==> config.mk <==
export PLATFORM = sky130hd
export DESIGN_NAME = stack_expression_evaluator
export DESIGN_NICKNAME = d
export VERILOG_FILES = /design/src/hw/rtl/see_pkg.sv /design/src/hw/rtl/see_ram.sv /design/src/hw/rtl/see_div.sv /design/src/hw/rtl/stack_expression_evaluator.sv
export VERILOG_INCLUDE_DIRS = /design/src /design/src/hw/rtl
export SDC_FILE = /design/constraint.sdc
export NUM_CORES = 2
export LEC_CHECK = 0
export ABC_AREA = 1
export BUFFER_PORTS_ARGS = -buffer_cell sky130_fd_sc_hd__buf_4
export CAP_MARGIN = 40
export CORE_ASPECT_RATIO = 0.5
export CORE_UTILIZATION = 30
export DETAILED_ROUTE_END_ITERATION = 7
export GPL_ROUTABILITY_DRIVEN = 0
export GPL_TIMING_DRIVEN = 1
export PLACE_DENSITY_LB_ADDON = 0.2
export SYNTH_ARGS = -nofsm -noshare
export SYNTH_HDL_FRONTEND = slang
export SYNTH_SLANG_ARGS = --single-unit
==> constraint.sdc <==
create_clock -name clk_i -period 10.33 [get_ports clk_i]
set_input_delay 2.066 -clock clk_i [delete_from_list [all_inputs] [get_ports clk_i]]
set_output_delay 2.066 -clock clk_i [all_outputs]
set_load 0.01 [all_outputs]
==> src/hw/rtl/stack_expression_evaluator_assert.svh <==
// ----------------------------------------------------------------------------
// Stack expression evaluator assertion macros
// Shared concurrent assertion forms on clk_i with asynchronous reset rst_ni.
// ----------------------------------------------------------------------------
`ifndef STACK_EXPRESSION_EVALUATOR_ASSERT_SVH
`define STACK_EXPRESSION_EVALUATOR_ASSERT_SVH

// same-cycle implication
`define SEE_ASSERT_IMP(lbl, ante, cons, msg) \
  lbl: assert property (@(posedge clk_i) disable iff (!rst_ni) (ante) |-> (cons)) \
    else $error(msg);

// next-cycle implication
`define SEE_ASSERT_NXT(lbl, ante, cons, msg) \
  lbl: assert property (@(posedge clk_i) disable iff (!rst_ni) (ante) |=> (cons)) \
    else $error(msg);

`endif

==> src/hw/rtl/see_pkg.sv <==
// ----------------------------------------------------------------------------
// see_pkg
// Types and constants of the stack expression evaluator.
// ----------------------------------------------------------------------------
package see_pkg;

  localparam int unsigned DATA_W     = 32;
  localparam int unsigned SYM_W      = 8;
  localparam int unsigned STATUS_W   = 3;
  localparam int unsigned OUT_TDATA_W = 40;
  localparam int unsigned APB_AW     = 3;
  localparam int unsigned DIV_STEPS  = 32;
  localparam int unsigned DIV_CNT_W  = 5;

  localparam logic [APB_AW-1:0] REG_PREFIX_MODE = 3'd0;

  localparam logic [SYM_W-1:0] SYM_ZERO = 8'h30;
  localparam logic [SYM_W-1:0] SYM_NINE = 8'h39;
  localparam logic [SYM_W-1:0] SYM_ADD  = 8'h2b;
  localparam logic [SYM_W-1:0] SYM_SUB  = 8'h2d;
  localparam logic [SYM_W-1:0] SYM_MUL  = 8'h2a;
  localparam logic [SYM_W-1:0] SYM_DIV  = 8'h2f;

  typedef enum logic [STATUS_W-1:0] {
    ST_OK        = 3'd0,
    ST_UNDERFLOW = 3'd1,
    ST_OVERFLOW  = 3'd2,
    ST_DIVZERO   = 3'd3,
    ST_INVALID   = 3'd4,
    ST_EMPTY     = 3'd5
  } status_e;

  typedef enum logic [1:0] {
    S_IDLE,
    S_EXEC,
    S_DIV,
    S_EMIT
  } state_e;

  typedef struct packed {
    logic busy;
    logic done;
  } div_stat_t;

endpackage

==> src/hw/rtl/see_ram.sv <==
// ----------------------------------------------------------------------------
// see_ram
// Generic single-write, single-read RAM with registered read data.
// ----------------------------------------------------------------------------
module see_ram #(
  parameter int unsigned WIDTH = 32,
  parameter int unsigned DEPTH = 64
) (
  input  logic                     clk_i,
  input  logic                     we_i,
  input  logic [$clog2(DEPTH)-1:0] waddr_i,
  input  logic [WIDTH-1:0]         wdata_i,
  input  logic [$clog2(DEPTH)-1:0] raddr_i,
  output logic [WIDTH-1:0]         rdata_o
);

  logic [WIDTH-1:0] mem_q [DEPTH];
  logic [WIDTH-1:0] rdata_q;

  always_ff @(posedge clk_i) begin
    if (we_i) begin
      mem_q[waddr_i] <= wdata_i;
    end
    rdata_q <= mem_q[raddr_i];
  end

  assign rdata_o = rdata_q;

endmodule

==> src/hw/rtl/see_div.sv <==
// ----------------------------------------------------------------------------
// see_div
// Radix-2 restoring signed divider, truncating toward zero, one bit a cycle.
// ----------------------------------------------------------------------------
module see_div (
  input  logic                      clk_i,
  input  logic                      rst_ni,
  input  logic                      start_i,
  input  logic [see_pkg::DATA_W-1:0] num_i,
  input  logic [see_pkg::DATA_W-1:0] den_i,
  output see_pkg::div_stat_t        stat_o,
  output logic [see_pkg::DATA_W-1:0] quo_o
);
  import see_pkg::*;

  logic [DATA_W-1:0]    rem_q, quo_q, den_q;
  logic                 neg_q;
  logic                 busy_q, done_q;
  logic [DIV_CNT_W-1:0] cnt_q;
  logic [DATA_W:0]      rem_shift, diff;
  logic                 ge;

  assign rem_shift = {rem_q, quo_q[DATA_W-1]};
  assign diff      = rem_shift - {1'b0, den_q};
  assign ge        = !diff[DATA_W];

  always_ff @(posedge clk_i or negedge rst_ni) begin
    if (!rst_ni) begin
      busy_q <= 1'b0;
      done_q <= 1'b0;
      cnt_q  <= '0;
    end else if (start_i) begin
      busy_q <= 1'b1;
      done_q <= 1'b0;
      cnt_q  <= '0;
    end else if (busy_q) begin
      cnt_q <= cnt_q + DIV_CNT_W'(1);
      if (cnt_q == DIV_CNT_W'(DIV_STEPS - 1)) begin
        busy_q <= 1'b0;
        done_q <= 1'b1;
      end
    end else begin
      done_q <= 1'b0;
    end
  end

  always_ff @(posedge clk_i) begin
    if (start_i) begin
      rem_q <= '0;
      quo_q <= num_i[DATA_W-1] ? DATA_W'(0) - num_i : num_i;
      den_q <= den_i[DATA_W-1] ? DATA_W'(0) - den_i : den_i;
      neg_q <= num_i[DATA_W-1] ^ den_i[DATA_W-1];
    end else if (busy_q) begin
      rem_q <= ge ? diff[DATA_W-1:0] : rem_shift[DATA_W-1:0];
      quo_q <= {quo_q[DATA_W-2:0], ge};
    end
  end

  assign stat_o.busy = busy_q;
  assign stat_o.done = done_q;
  assign quo_o       = neg_q ? DATA_W'(0) - quo_q : quo_q;

endmodule

==> src/hw/rtl/stack_expression_evaluator.sv <==
// ----------------------------------------------------------------------------
// stack_expression_evaluator
// Postfix / prefix expression evaluator on an operand stack held in RAM.
// ----------------------------------------------------------------------------
//  port group  dir  payload
//  s_axis      in   tdata[7:0] symbol, tlast last_symbol
//  m_axis      out  tdata[31:0] value, tdata[34:32] status
//  apb         in   reg 0 prefix_mode at byte address 0
//
//  Digits, + - * and unknown symbols pass through accept, then execute.
//  '/' with a nonzero divisor then waits in a divide state for the radix-2 divider.
//  An item marked last then passes an emit state that loads the output register.
//  The output register stalls the block only when a second result is ready.
//  Reset clears stack pointer, status and prefix_mode; stack RAM is not cleared.
// ----------------------------------------------------------------------------
`include "stack_expression_evaluator_assert.svh"

module stack_expression_evaluator #(
  parameter int unsigned STACK_DEPTH = 64
) (
  input  logic                           clk_i,
  input  logic                           rst_ni,
  input  logic                           s_axis_tvalid,
  output logic                           s_axis_tready,
  input  logic [see_pkg::SYM_W-1:0]      s_axis_tdata,  // [7:0] symbol
  input  logic                           s_axis_tlast,
  output logic                           m_axis_tvalid,
  input  logic                           m_axis_tready,
  output logic [see_pkg::OUT_TDATA_W-1:0] m_axis_tdata, // [31:0] value, [34:32] status
  input  logic                           psel,
  input  logic                           penable,
  input  logic                           pwrite,
  input  logic [see_pkg::APB_AW-1:0]     paddr,
  input  logic [31:0]                    pwdata,
  output logic [31:0]                    prdata,
  output logic                           pready
);
  import see_pkg::*;

  localparam int unsigned SP_W = $clog2(STACK_DEPTH + 1);
  localparam int unsigned AW   = $clog2(STACK_DEPTH);

  state_e            state_q, state_d;
  logic [SP_W-1:0]   sp_q, sp_d;
  status_e           err_q, err_d;
  logic [DATA_W-1:0] tos_q, tos_d;
  logic [SYM_W-1:0]  sym_q;
  logic              last_q;
  logic              prefix_mode_q;
  logic              out_valid_q, out_valid_d;
  logic [DATA_W-1:0] out_value_q, out_value_d;
  status_e           out_status_q, out_status_d;

  logic              accept;
  logic              is_digit, is_op;
  logic [SP_W-1:0]   sp_m1, sp_m2;
  logic              ram_we;
  logic [DATA_W-1:0] ram_rdata;
  logic [DATA_W-1:0] lhs, rhs;
  logic [DATA_W-1:0] mul_res;
  logic              div_start;
  div_stat_t         div_stat;
  logic [DATA_W-1:0] div_quo;
  logic              emit_load;

  // APB
  assign pready = 1'b1;
  assign prdata = (paddr == REG_PREFIX_MODE) ? {31'b0, prefix_mode_q} : 32'b0;

  always_ff @(posedge clk_i or negedge rst_ni) begin
    if (!rst_ni) begin
      prefix_mode_q <= 1'b0;
    end else if (psel && penable && pwrite && pready && paddr == REG_PREFIX_MODE) begin
      prefix_mode_q <= pwdata[0];
    end
  end

  // stack RAM holds entries below the top; top lives in tos_q
  assign sp_m1 = sp_q - SP_W'(1);
  assign sp_m2 = sp_q - SP_W'(2);

  see_ram #(
    .WIDTH(DATA_W),
    .DEPTH(STACK_DEPTH)
  ) u_stack (
    .clk_i  (clk_i),
    .we_i   (ram_we),
    .waddr_i(sp_m1[AW-1:0]),
    .wdata_i(tos_q),
    .raddr_i(sp_m2[AW-1:0]),
    .rdata_o(ram_rdata)
  );

  assign is_digit = (sym_q >= SYM_ZERO) && (sym_q <= SYM_NINE);
  assign is_op    = (sym_q == SYM_ADD) || (sym_q == SYM_SUB) ||
                    (sym_q == SYM_MUL) || (sym_q == SYM_DIV);
  assign lhs      = prefix_mode_q ? tos_q : ram_rdata;
  assign rhs      = prefix_mode_q ? ram_rdata : tos_q;
  assign mul_res  = lhs * rhs;

  see_div u_div (
    .clk_i  (clk_i),
    .rst_ni (rst_ni),
    .start_i(div_start),
    .num_i  (lhs),
    .den_i  (rhs),
    .stat_o (div_stat),
    .quo_o  (div_quo)
  );

  assign s_axis_tready = (state_q == S_IDLE);
  assign accept        = s_axis_tvalid && s_axis_tready;
  assign emit_load     = (state_q == S_EMIT) && (!out_valid_q || m_axis_tready);

  always_comb begin
    state_d      = state_q;
    sp_d         = sp_q;
    err_d        = err_q;
    tos_d        = tos_q;
    ram_we       = 1'b0;
    div_start    = 1'b0;
    out_valid_d  = out_valid_q;
    out_value_d  = out_value_q;
    out_status_d = out_status_q;

    if (out_valid_q && m_axis_tready) begin
      out_valid_d = 1'b0;
    end

    case (state_q)
      S_IDLE: begin
        if (accept) begin
          state_d = S_EXEC;
        end
      end
      S_EXEC: begin
        state_d = last_q ? S_EMIT : S_IDLE;
        if (is_digit) begin
          if (sp_q == SP_W'(STACK_DEPTH)) begin
            if (err_q == ST_OK) err_d = ST_OVERFLOW;
          end else begin
            ram_we = (sp_q != '0);
            tos_d  = {{(DATA_W-SYM_W){1'b0}}, sym_q - SYM_ZERO};
            sp_d   = sp_q + SP_W'(1);
          end
        end else if (is_op) begin
          if (sp_q < SP_W'(2)) begin
            if (err_q == ST_OK) err_d = ST_UNDERFLOW;
          end else if (sym_q == SYM_DIV) begin
            if (rhs == '0) begin
              if (err_q == ST_OK) err_d = ST_DIVZERO;
              tos_d = '0;
              sp_d  = sp_m1;
            end else begin
              div_start = 1'b1;
              state_d   = S_DIV;
            end
          end else begin
            case (sym_q)
              SYM_ADD: tos_d = lhs + rhs;
              SYM_SUB: tos_d = lhs - rhs;
              default: tos_d = mul_res;
            endcase
            sp_d = sp_m1;
          end
        end else begin
          if (err_q == ST_OK) err_d = ST_INVALID;
        end
      end
      S_DIV: begin
        if (div_stat.done) begin
          tos_d   = div_quo;
          sp_d    = sp_m1;
          state_d = last_q ? S_EMIT : S_IDLE;
        end
      end
      S_EMIT: begin
        if (emit_load) begin
          out_valid_d  = 1'b1;
          out_value_d  = (sp_q != '0) ? tos_q : '0;
          out_status_d = (err_q != ST_OK) ? err_q :
                         ((sp_q == '0) ? ST_EMPTY : ST_OK);
          sp_d         = '0;
          err_d        = ST_OK;
          state_d      = S_IDLE;
        end
      end
      default: begin
        state_d = S_IDLE;
      end
    endcase
  end

  always_ff @(posedge clk_i or negedge rst_ni) begin
    if (!rst_ni) begin
      state_q     <= S_IDLE;
      sp_q        <= '0;
      err_q       <= ST_OK;
      out_valid_q <= 1'b0;
    end else begin
      state_q     <= state_d;
      sp_q        <= sp_d;
      err_q       <= err_d;
      out_valid_q <= out_valid_d;
    end
  end

  always_ff @(posedge clk_i) begin
    tos_q        <= tos_d;
    out_value_q  <= out_value_d;
    out_status_q <= out_status_d;
    if (accept) begin
      sym_q  <= s_axis_tdata;
      last_q <= s_axis_tlast;
    end
  end

  assign m_axis_tvalid = out_valid_q;
  assign m_axis_tdata  = {{(OUT_TDATA_W-DATA_W-STATUS_W){1'b0}}, out_status_q, out_value_q};

  `SEE_ASSERT_IMP(a_sp_bound, 1'b1, sp_q <= SP_W'(STACK_DEPTH), "stack pointer out of range")
  `SEE_ASSERT_IMP(a_div_start_idle, div_start, !div_stat.busy, "divider restarted while busy")
  `SEE_ASSERT_IMP(a_div_done_state, div_stat.done, state_q == S_DIV, "divider done outside wait")
  `SEE_ASSERT_NXT(a_emit_clears, emit_load, sp_q == '0 && err_q == ST_OK && out_valid_q,
                  "expression state not cleared after result")

endmodule

After elaboration in Yosys (flattened, before gate mapping). Memory sizes are Yosys's and may differ from the RTL's. A register that Yosys moved wholly into a read port is not among the register bits. Index checks and enable logic that the tools add are counted.

Input port bits: 51. Bits in writable memories: 2048. Memory bits (read-only): 0. Register bits: 194. Output and inout bits: 75. Memories: 1. Latch bits: 0.

Reduce and logical (&&, ||, !) cells: 29. Add/sub/neg operators: 11. Mux-type cells: 73. Shift operators: 0. Divide/modulo/power cells: 0. Eq/ne operators: 24. $lt $le $gt $ge: 3. $mul: 1. Bitwise logic cells: 1.

Memories: u_stack.mem_q (depth 64, bits a word 32, rd ports 1, clocked after Yosys merged registers in 1, wr ports 1, line see_ram.sv:17) `logic [WIDTH-1:0] mem_q [DEPTH];`.

Operator list (number): $mux 32 (14); $pmux 32 s2 (2); $sub 1x32->32 const A (3); $mux 7 (8); $mux 3 (13); $sub 33x32->33 (1); $add 32x32->32 (1); $eq 8x6->1 const B (4); $logic_not 32->1 (1); $mul 32x32->32 (1); $sub 32x32->32 (1); $mux 31 (1); $ne 3x3->1 const B (8); $mux 1 (21); $pmux 7 s3 (1); $mux 2 (9); $mux 5 (2); $ne 5x5->1 const B (2); $reduce_and 9->1 (1); $ge 8x6->1 const B (1); $le 8x6->1 const B (1); $ne 4x4->1 const B (2); $pmux 2 s4 (1); $sub 8x6->8 const B (1); other kinds (26) (42).

Longest topological paths before layout.
Depth after elaboration: 9. Gate-level depth with buffers: 42. Depth with buffers taken out: 38.

Cells and area by module. Synthesis repeated with hierarchy kept, for this count alone.

Cells, all modules: 11379. Area, all modules: 115950.0 um2.

By module, submodules not included: see_ram (seq. area each 62139.6 um2, area each 82739.4 um2, cells each 6769, instances 1); stack_expression_evaluator (seq. area each 2632.5 um2, area each 23801.6 um2, cells each 3110, instances 1); see_div (seq. area each 2767.7 um2, area each 9409.0 um2, cells each 1500, instances 1).

Least setup slack after synthesis. OpenSTA, ideal clock, no wires.

Path type: register to register. Start: register tos_q[13]. End: register tos_q[26] (data pin). Path buffers: 2. Data required time: 10.069 ns. Slack: 2.291 ns. Data arrival time: 7.779 ns. Cell stages (with the launch flop): 30. Cells stage by stage: edfxtp_1 > nand2_1 > o21ai_1 > clkbuf_1 > inv_1 > clkbuf_1 > nor2_1 > fa_1 > fa_1 > fa_1 > inv_1 > fa_1 > inv_1 > fa_1 > inv_1 > fa_1 > inv_1 > fa_1 > fa_1 > ha_1 > nand2_1 > nor4_1 > nand4_1 > nand3_1 > a21oi_1 > o21ai_0 > xnor2_1 > nand2_1 > nand3_1 > o21ai_0.

Word-level cells in the longest chain between the ends: 8. Elaborated cells on any way between the ends: 11. Those cells by class: 2 x add/sub; 1 x mul; 8 x mux.

RTL lines: start, declared (line stack_expression_evaluator.sv:46) `logic [DATA_W-1:0] tos_q, tos_d;`; start signal, assigned (line stack_expression_evaluator.sv:209) `tos_q <= tos_d;`; $mux 32, on equally long branches (line stack_expression_evaluator.sv:97, stack_expression_evaluator.sv:98); $mul 32x32->32 (tied with other cells) (line stack_expression_evaluator.sv:99) `assign mul_res = lhs * rhs;`; $pmux 32 s2 (*) (line stack_expression_evaluator.sv:159) `case (sym_q)`; $mux 32 (*) (line stack_expression_evaluator.sv:149) `end else if (sym_q == SYM_DIV) begin`; $mux 32 (*) (line stack_expression_evaluator.sv:147) `if (sp_q < SP_W'(2)) begin`; $mux 32 (*) (line stack_expression_evaluator.sv:146) `end else if (is_op) begin`; $mux 32 (*) (line stack_expression_evaluator.sv:138) `if (is_digit) begin`; $pmux 32 s2 (*) (line stack_expression_evaluator.sv:130) `case (state_q)`; net tos_d[26] (line stack_expression_evaluator.sv:46).

Mark *: on every way through the listed nets, which the timed path passes. The rest lies on a longest branch. The select of a mux whose other input is x is not followed. A chain may end at the register's enable or synchronous reset.

Worst setup path in the final report.
Start: register prefix_mode_q. End: register tos_q[26] (data pin).

Word-level cells in the longest chain between the ends: 8. Elaborated cells on any way between the ends: 11. Those cells by class: 2 x add/sub; 1 x mul; 8 x mux.

RTL lines: start, declared (line stack_expression_evaluator.sv:49) `logic prefix_mode_q;`; start signal, assigned (line stack_expression_evaluator.sv:74) `prefix_mode_q <= pwdata[0];`; $mux 32, on equally long branches (line stack_expression_evaluator.sv:97, stack_expression_evaluator.sv:98); $mul 32x32->32 (tied with other cells) (line stack_expression_evaluator.sv:99); $pmux 32 s2 (*) (line stack_expression_evaluator.sv:159); $mux 32 (*) (line stack_expression_evaluator.sv:149); $mux 32 (*) (line stack_expression_evaluator.sv:147); $mux 32 (*) (line stack_expression_evaluator.sv:146); $mux 32 (*) (line stack_expression_evaluator.sv:138); $pmux 32 s2 (*) (line stack_expression_evaluator.sv:130); net tos_d[26] (line stack_expression_evaluator.sv:46).

Marked as above.

==> out/metrics.yaml <==
clock_network:
  postCtsSetupRepairBufs: 0
  cts.repair.resized: 0
  clk_pin_slew_ns: 0.07
  ctsHoldBuffers: 0
  clk_latency_ns: 0.93
  htree_levels: 4
  clk_path_buf_depth: 4
  numCtsBuffers: 222
  clock-sinks: 2274
  root_buffer: "clkbuf_16"
  cts_tree: "built"
timing:
  finalHoldViolCount: 0
  worst_pin_slew_ns: 0.991
  finalCritPeriodShare: 0.885
  skew_ns: 0.114
  maxSlewHeadroom: 0.339
  rsz0062_at_grt: "false"
  slew_violations: 0
  fmax_mhz: 109
  setup_viol_count_final: 0
  fin_setup_tns_ns: 0
  period_needed_ns: 9.14
die:
  fp.dieW_um: 865
  pin_count: 126
  start_util: 0.303
  core.rowCount: 157
  dieHeight_um: 433
  core_area_mm2: 0.368
  die_area_mm2: 0.375
global_routing:
  grt_pass1_wl_um: 544000
  grt_max_degree: 145
  grt_usage: 0.197
  grt_pass1_vias: 75300
  antenna_found_initial: 13
  overflow: 0
logic_synthesis:
  synth_enable_flop_cells: 2189
  synthesis.area_mm2: 0.112
  ys_types: 63
  avgSynthCellArea_um2: 11.0
  async_flop_share: 0.00923
  synthFlopType: "edfxtp_1"
  ys_ff_latch: 2274
  syn_inst: 10200
  ys_warn_count: 0
  ys_seq_area_frac: 0.605
cells_and_area:
  nets: 10800
  syn2layout_area_growth_pct: 13.1
  drive_gt1_frac: 0.0819
  layout_common_cells: "2189 x edfxtp_1, 1904 x nor2_1, 1538 x o21ai_0, 964 x nand2_1, 701 x inv_1"
  n_fill_cell: 36900
  layout_commonest_cell: "edfxtp_1"
place:
  dp_hpwl_um: 233000
  portBuffers: 57
worst_setup_path:
  cpMostUsedCell: "fa_1"
  critPathSlowestCell: "dfrtp_4"
  path_class: "reg2reg"
  end_kind: "flop"
  reg2reg_to: "tos_q[26]$_DFFE_PP_"
  required_ns: 10.86
  rrSetupSlack_ns: 1.19
  reg2regPathDepth: 31
  start_kind: "flop"
  arrival_ns: 9.68
  crit_end: "tos_q[26]$_DFFE_PP_"
  crit_path_max_fanout: 57
  max_stage_delay_ns: 0.90
  r2r_start: "prefix_mode_q$_DFFE_PN0P_"
  startpoint: "prefix_mode_q$_DFFE_PN0P_"
outcome:
  status: "completed"
drt:
  wire_per_inst_um: 24.8
  vias_per_cell: 5.16
  drc: 0
  dr.pass1.iters: 6
  drtAntennaViolNets: 0
  dr_total_vias: 78900
  wirelength_um: 379000
  drtIter0Drc: 8285
run:
  max-cap-violations: 0
worst_hold_path:
  hold_path_class: "reg2reg"
  min_path_cells: 2
[synthesized netlist by cell type, types with 27 or more instances]
| cell | number | share of area |
|---|---|---|
| nor2_1 | 1972 | 0.066 |
| nand2_1 | 965 | 0.032 |
| edfxtp_1 | 2189 | 0.59 |
| buf_1 | 30 | 0.0010 |
| buf_4 | 46 | 0.0031 |
| clkbuf_1 | 521 | 0.018 |
| xor2_1 | 98 | 0.0077 |
| ha_1 | 200 | 0.022 |
| inv_1 | 705 | 0.024 |
| o21ai_1 | 75 | 0.0034 |
| o22ai_1 | 641 | 0.036 |
| dfxtp_1 | 64 | 0.011 |
| nand3_1 | 178 | 0.0080 |
| xnor2_1 | 29 | 0.0023 |
| nor3_1 | 43 | 0.0019 |
| o21ai_0 | 1544 | 0.069 |
| fa_1 | 410 | 0.074 |
| buf_2 | 27 | 0.0012 |
| a21oi_1 | 151 | 0.0068 |
[registers in the layout, summed over array words and instances, names as in the netlist, 2 cells and up]
register,count
err_q,3
state_q,2
u_div.cnt_q,5
u_div.den_q,32
u_stack.rdata_o,32
out_value_q,32
out_status_q,3
u_stack.mem_q,2048
tos_q,32
sp_q,7
u_div.rem_q,32
sym_q,8
u_div.quo_q,32
[logic make-up after synthesis]
group / share of synthesized area
AOI/OAI and AO/OA: 0.126
xor gates and xnor gates: 0.0101
adders and majority gates: 0.0959
buffers and inverters: 0.0486
DFF: 0.605
muxes: 0.0000896
other: 0.0000673
and+or+nand+nor: 0.115
[worst min-delay path by stage]
stage | start | endpoint | slack (ns)
detailed placement | u_div.rem_q[30]$_SDFFE_PP0P_ | u_div.rem_q[30]$_SDFFE_PP0P_ | 0.47
floorplan | u_div.rem_q[21]$_SDFFE_PP0P_ | u_div.rem_q[21]$_SDFFE_PP0P_ | 0.45
CTS | u_div.rem_q[22]$_SDFFE_PP0P_ | u_div.rem_q[22]$_SDFFE_PP0P_ | 0.48
global placement | u_div.rem_q[29]$_SDFFE_PP0P_ | u_div.rem_q[29]$_SDFFE_PP0P_ | 0.46
global route | u_div.rem_q[5]$_SDFFE_PP0P_ | u_div.rem_q[5]$_SDFFE_PP0P_ | 0.49
finish | u_div.rem_q[21]$_SDFFE_PP0P_ | u_div.rem_q[21]$_SDFFE_PP0P_ | 0.48
[cell type report]
type	count	area, um^2	area share
sequential	2274	67600	0.535
multi-input combinational	6577	39500	0.313
tap	4929	6170	0.0488
clock buffer	273	5820	0.0461
timing repair buffer	366	3150	0.0249
inverter	731	2770	0.0219
clock inverter	122	1330	0.0105
antenna	6	15.0	0.000119
[critical path, delay by kind of cell, from the launching register on]
family                   cells  cell delay [ns]
AND/OR/NAND/NOR              9             1.45
buffers and inverters        9             1.43
AO/OA/AOI/OAI                3             0.55
XOR/XNOR                     1             0.16
adder cells (fa/ha/maj)      9             4.28
flip-flops                   1             0.90
[per-stage QoR]
| stage | instance area [um^2] | setup WS, ns | hold WS (ns) | utilization | cells |
|---|---|---|---|---|---|
| after floorplan | 112000 | 2.29 | 0.447 | - | 10200 |
| after global placement | 119000 | 1.30 | 0.464 | 0.322 | 14800 |
| after detailed placement | 119000 | 1.36 | 0.469 | 0.323 | 14900 |
| after CTS | 126000 | 1.26 | 0.482 | 0.343 | 15300 |
| after global routing | 126000 | 0.739 | 0.495 | 0.343 | 15300 |
| final | 126000 | 1.19 | 0.480 | 0.343 | 15300 |
[metal layers]
layer / share of wire / vias up / track usage
li1: - / 35500 / -
met3: 0.065 / 591 / 0.0274
met5: 0.000053 / - / 0
met2: 0.45 / 2642 / 0.315
met4: 0.031 / 4 / 0.0578
met1: 0.45 / 40100 / 0.280
Power is left out: the tool's default activity adds up to more than one toggle a clock period on the data nets, which glitch-free logic cannot reach.
